### src/rtl/idq_pkg.sv
`timescale 1ns / 1ps

package idq_pkg;

   // Bounds of the capacity parameter; cell positions are compared at the
   // width that the largest capacity needs.
   localparam int CAPACITY_MAX = 65536;
   localparam int POS_W = $clog2(CAPACITY_MAX + 1);

   localparam int CAPACITY_DEFAULT = 256;
   localparam int WORD_WIDTH_DEFAULT = 32;

   localparam int OP_W = 4;
   localparam int REQ_POS_W = 8;
   localparam int STATUS_W = 2;

   localparam logic [OP_W-1:0] OP_PUSH_FRONT = 4'd0;
   localparam logic [OP_W-1:0] OP_PUSH_BACK = 4'd1;
   localparam logic [OP_W-1:0] OP_INSERT = 4'd2;
   localparam logic [OP_W-1:0] OP_POP_FRONT = 4'd3;
   localparam logic [OP_W-1:0] OP_POP_BACK = 4'd4;
   localparam logic [OP_W-1:0] OP_REMOVE = 4'd5;
   localparam logic [OP_W-1:0] OP_READ = 4'd6;
   localparam logic [OP_W-1:0] OP_WRITE = 4'd7;
   localparam logic [OP_W-1:0] OP_CLEAR = 4'd8;

   localparam logic [STATUS_W-1:0] ST_OK = 2'd0;
   localparam logic [STATUS_W-1:0] ST_EMPTY = 2'd1;
   localparam logic [STATUS_W-1:0] ST_RANGE = 2'd2;
   localparam logic [STATUS_W-1:0] ST_FULL = 2'd3;

   typedef enum logic [1:0] {
      CELL_HOLD,
      CELL_INSERT,
      CELL_REMOVE,
      CELL_WRITE
   } cell_op_type;

   // Broadcast to every cell of the row.
   typedef struct packed {
      cell_op_type op;
      logic [POS_W-1:0] pos;
   } cell_cmd_type;

endpackage

### src/rtl/idq_cell.sv
`timescale 1ns / 1ps

module idq_cell #(
   parameter int INDEX = 0,
   parameter int WORD_WIDTH = idq_pkg::WORD_WIDTH_DEFAULT
) (
   input  logic                      clock,
   input  idq_pkg::cell_cmd_type     cmd,
   input  logic [WORD_WIDTH-1:0]     new_word,
   input  logic [WORD_WIDTH-1:0]     left_word,
   input  logic [WORD_WIDTH-1:0]     right_word,
   output logic [WORD_WIDTH-1:0]     stored_word,
   output logic [WORD_WIDTH-1:0]     pick_word
);

   localparam logic [idq_pkg::POS_W-1:0] MY_POS = idq_pkg::POS_W'(INDEX);

   logic [WORD_WIDTH-1:0] stored_ff;
   logic [WORD_WIDTH-1:0] stored_in;

   // Insert opens a gap at the given position by moving later words up one
   // cell; remove closes it by moving them down.
   always_comb begin
      stored_in = stored_ff;
      case (cmd.op)
         idq_pkg::CELL_INSERT: begin
            if (MY_POS > cmd.pos) begin
               stored_in = left_word;
            end else if (MY_POS == cmd.pos) begin
               stored_in = new_word;
            end
         end
         idq_pkg::CELL_REMOVE: begin
            if (MY_POS >= cmd.pos) begin
               stored_in = right_word;
            end
         end
         idq_pkg::CELL_WRITE: begin
            if (MY_POS == cmd.pos) begin
               stored_in = new_word;
            end
         end
         default: begin
            stored_in = stored_ff;
         end
      endcase
   end

   always_ff @(posedge clock) begin
      stored_ff <= stored_in;
   end

   assign stored_word = stored_ff;
   assign pick_word = (MY_POS == cmd.pos) ? stored_ff : '0;

endmodule

### config.mk
export PLATFORM = sky130hd
export DESIGN_NAME = idq_cell
export DESIGN_NICKNAME = d
export VERILOG_FILES = /design/src/rtl/idq_pkg.sv /design/src/rtl/idq_cell.sv
export SDC_FILE = /design/constraint.sdc
export NUM_CORES = 1
export LEC_CHECK = 0
export BUFFER_PORTS_ARGS = -buffer_cell sky130_fd_sc_hd__buf_2
export CORE_AREA = 2 2 76 78
export CTS_BUF_LIST = sky130_fd_sc_hd__clkbuf_4 sky130_fd_sc_hd__clkbuf_8
export DETAILED_ROUTE_END_ITERATION = 10
export DIE_AREA = 0 0 78 80
export PLACE_DENSITY = 0.81
export SLEW_MARGIN = 20
export SYNTH_ARGS = -nofsm -noshare
export SYNTH_HDL_FRONTEND = slang
export SYNTH_SLANG_ARGS = --single-unit
### constraint.sdc
create_clock -name clock -period 3 [get_ports clock]
set_input_delay 0.6 -clock clock [delete_from_list [all_inputs] [get_ports clock]]
set_output_delay 0.6 -clock clock [all_outputs]
set_load 0.02 [all_outputs]
### Word-level counts from Yosys, hierarchy flattened

Cells that the tools add are included.

| word-level totals | value |
|---|---|
| input bits | 116 |
| logic and storage cells | 15 |
| register bits | 32 |
| output and inout bits | 64 |

| cells by class | value |
|---|---|
| reduce and logical (&&, ||, !) cells | 3 |
| eq/ne operators | 4 |
| muxes and demuxes | 5 |
| $lt $le $gt $ge | 2 |

Operators with widths:

| cell | count |
|---|---|
| $mux 32 | 4 |
| $pmux 32 s3 | 1 |
| $ge 1x17->1 const A | 1 |
| $gt 1x17->1 const A | 1 |
| $logic_not 17->1 | 1 |
| $eq 2x2->1 const B | 2 |
| $reduce_bool 3->1 | 1 |
| $eq 2x1->1 const B | 1 |
| $ne 2x2->1 const B | 1 |
| $reduce_and 2->1 | 1 |

### Depth between registers and ports, before layout

| logic depth | value |
|---|---|
| depth in word-level cells | 4 |
| depth in mapped cells | 6 |
| depth with buffers taken out | 4 |

### Worst setup path after synthesis

No wires, ideal clock.

| timing | value |
|---|---|
| path type | input-to-reg |
| start | in cmd[9] in the netlist's numbering |
| end | reg stored_ff[0], in the netlist stored_word[0] (enable) |
| setup slack | 0.729 ns |
| setup time | 0.377 ns |
| arrival | 1.895 ns |
| cell stages on the path | 5 |
| path buffers | 2 |
| required time | 2.623 ns |
| cells stage by stage | nor4_2 -> and3_4 -> buf_12 -> buf_12 -> a31o_2 |

| on the way | value |
|---|---|
| longest elaborated chain between the ends | 3 |

Ends and longest elaborated chain:

| item | RTL line | text |
|---|---|---|
| start, declared | idq_cell.sv:8 | `input idq_pkg::cell_cmd_type cmd,` |
| $ge 1x17->1 | idq_cell.sv:34 | `if (MY_POS >= cmd.pos) begin` |
| $ne 2x2->1 (no source line) | - |  |
| $reduce_and 2->1 (no source line) | - |  |
| end signal, assigned | idq_cell.sv:50 | `stored_ff <= stored_in;` |
| end, declared | idq_cell.sv:18 | `logic [WORD_WIDTH-1:0] stored_ff;` |

No other way between the ends.
A chain may end at the register's enable or synchronous reset.

### Worst setup path in the final report

| timing | value |
|---|---|
| start | in cmd[9] in the netlist's numbering |
| end | out pick_word[10] |

| on the way | value |
|---|---|
| longest elaborated chain between the ends | 2 |

Ends and longest elaborated chain:

| item | RTL line | text |
|---|---|---|
| $logic_not 17->1 | idq_cell.sv:54 | `assign pick_word = (MY_POS == cmd.pos) ? stored_ff : '0;` |
| $mux 32 | idq_cell.sv:54 |  |
| end, declared | idq_cell.sv:13 | `output logic [WORD_WIDTH-1:0] pick_word` |

No other way between the ends.

==> flow_summary.json <==
{
  "run_status": "finished clean",
  "clockBufferDepth": 2,
  "n_fill_cell": 524,
  "yosys.area.top_type": "edfxtp_1",
  "ff2ff_path_depth": 2,
  "fin_area_um2": 2900,
  "hold_path_depth": 3,
  "die_h_um": 80,
  "dpl_cell_area_um2": 2810,
  "synth_top_family_by_area": "simple AND/OR/NAND/NOR gates",
  "ys_warn_count": 0,
  "final_cell_mix": "buf_2 (147), nor2_1 (35), nand3_1 (34)",
  "grt_overflow": 0,
  "cts_resized": 0,
  "r2r-end": "stored_word[23]$_DFFE_PP_",
  "drtIter0Drc": 117,
  "cts_hold_buf": 0,
  "worstSetupPathType": "in2out",
  "start_util": 0.384,
  "track_usage": 0.203,
  "vias_per_cell": 5.36,
  "routedWlPerCell_um": 14.8,
  "ant_nets": 0,
  "globalRouteMet1Util": 0.250,
  "cp-start-kind": "primary input",
  "grt_util_met3": 0.0339,
  "drive_gt1_frac": 0.459,
  "synth-simple-area-share": 0.268,
  "core.rowCount": 27,
  "hold_class": "in2reg",
  "synth_top_area_frac": 0.463,
  "finalCritPeriodShare": 0.872,
  "timing.fmax_ghz": 0.382,
  "final_common_cell": "buf_2",
  "crit_path_max_fanout": 32,
  "max_slew_margin": 0.562,
  "min_period_ns": 2.62,
  "synth_sequential_area_ratio": 0.463,
  "final_max_slew_viol_count": 0,
  "post-cts-setup-buffers": 0,
  "whs_endpoint": "stored_word[20]$_DFFE_PP_",
  "ctsRootBufferMaster": "clkbuf_8",
  "dp_hpwl_mm": 4.38,
  "fin_tns_setup_ns": 0,
  "grt_start_max_net_pins": 38,
  "cts.sinks": 32,
  "grt_pass1_vias": 2132,
  "reg2reg_from": "stored_word[23]$_DFFE_PP_",
  "final_cells": 440,
  "wl_mm": 6.52,
  "setup_violations": 0,
  "cp.required_ns": 2.40,
  "ys_types": 17,
  "cts_max_level": 2,
  "cp.arrival_ns": 2.02,
  "antenna_found_initial": 0,
  "rsz0062_at_grt": "false",
  "worst_pin_slew_ns": 0.657,
  "max-vdd-ir-drop_mv": 0.186,
  "holdCritStartpoint": "right_word[20]",
  "fin_skew_ns": 0,
  "hold_viol_final": 0,
  "clk_latency_ns": 0.28,
  "hold_ws_ns": 0.661,
  "synthAdderAreaFrac": 0,
  "via_count": 2357,
  "synth_compound_area_frac": 0.178,
  "grt-busiest-layer": "met2",
  "fp.dieArea_um2": 6240,
  "synth_xor_area_frac": 0,
  "syn_area_um2": 2070,
  "place.gp.congestion": 0.731,
  "synthCells": 231,
  "largest_reg_flops": 32,
  "ys_top_cells_by_area": "edfxtp_1 (46%), and3_1 (10%), a31oi_1 (9.7%)",
  "synthMuxAreaShare": 0,
  "ys_ff_latch": 32,
  "cts.clk_slew.worst_paths_ns": 0.07,
  "die_x_um": 78,
  "diodes": 0,
  "grt_pass1_wl_mm": 10.1,
  "numCtsBuffers": 5,
  "critPathCaptureType": "output pin",
  "portBuffers": 147,
  "io_pins": 180,
  "use_met2": 0.360,
  "nets": 483,
  "dr.pass1.iters": 4,
  "synth_nets": 347,
  "critPathLaunch": "cmd[9]",
  "cts_tree": "yes",
  "rrSetupSlack_ns": 2.08,
  "numPlacedInstances": 432,
  "coreArea_um2": 5410,
  "drc_errors": 0,
  "syn_area_per_cell_um2": 8.98,
  "p_per_area_nw_per_um2": 379,
  "syn2layout_area_growth_pct": 39.6,
  "drv_cap": 0,
  "leakagePower_uw": 0.00140
}
power breakdown:
group | total, uW | internal (uW) | switching (uW)
Combinational | 205 | 88.4 | 116
Sequential | 555 | 535 | 19.5
Clock | 337 | 180 | 157
Total | 1100 | 803 | 293
cell type report:
| type | count | area, um2 | area share |
|---|---|---|---|
| clock inverter | 1 | 3.75 | 0.00130 |
| timing repair buffer | 156 | 828 | 0.286 |
| tap | 72 | 90.1 | 0.0311 |
| multi-input combinational | 172 | 928 | 0.321 |
| clock buffer | 7 | 83.8 | 0.0290 |
| sequential | 32 | 961 | 0.332 |
kinds of logic (layout without fill, tap and decap cells):
logic type             Yosys count  in the layout
AO/OA/AOI/OAI                   65             65
flip-flops                      32             32
AND/OR/NAND/NOR                107            107
buffers and inverters           27            164
cells in the mapped netlist (all sizes together):
| cell type | n |
|---|---|
| a31o | 1 |
| a31oi | 32 |
| and3 | 34 |
| buf | 11 |
| clkbuf | 16 |
| edfxtp | 32 |
| nand2b | 1 |
| nand3 | 34 |
| nor2 | 35 |
| nor3 | 1 |
| nor4 | 2 |
| o21ai | 32 |
through the flow:
stage | total power, uW | worst slack (ns) | utilization
floorplan | 665 | 0.729 | -
global placement | 763 | 0.450 | 0.519
detailed placement | 769 | 0.405 | 0.519
CTS | 1110 | 0.395 | 0.536
global route | 1140 | 0.290 | 0.536
finish | 1100 | 0.385 | 0.536
worst max-delay path by stage:
stage / end / slack [ns]
detailed placement: pick_word[10] / 0.40
CTS: pick_word[10] / 0.40
global route: pick_word[10] / 0.29
finish: pick_word[10] / 0.38
global placement: pick_word[10] / 0.45
floorplan: stored_word[0]$_DFFE_PP_ / 0.73
layer usage:
metal | wire length [um] | share of wire
met1 | 2780 | 0.43
met2 | 3230 | 0.49
met3 | 422 | 0.065
met4 | 97 | 0.015
met5 | 0 | 0
worst max-delay path, stage by stage:
cell,delay [ns]
buf_2,0.11
nor4_2,0.33
and3_4,0.41
buf_12,0.21
and3_1,0.18
buf_2,0.16
No activity file was read; power rests on OpenSTA's default activity.
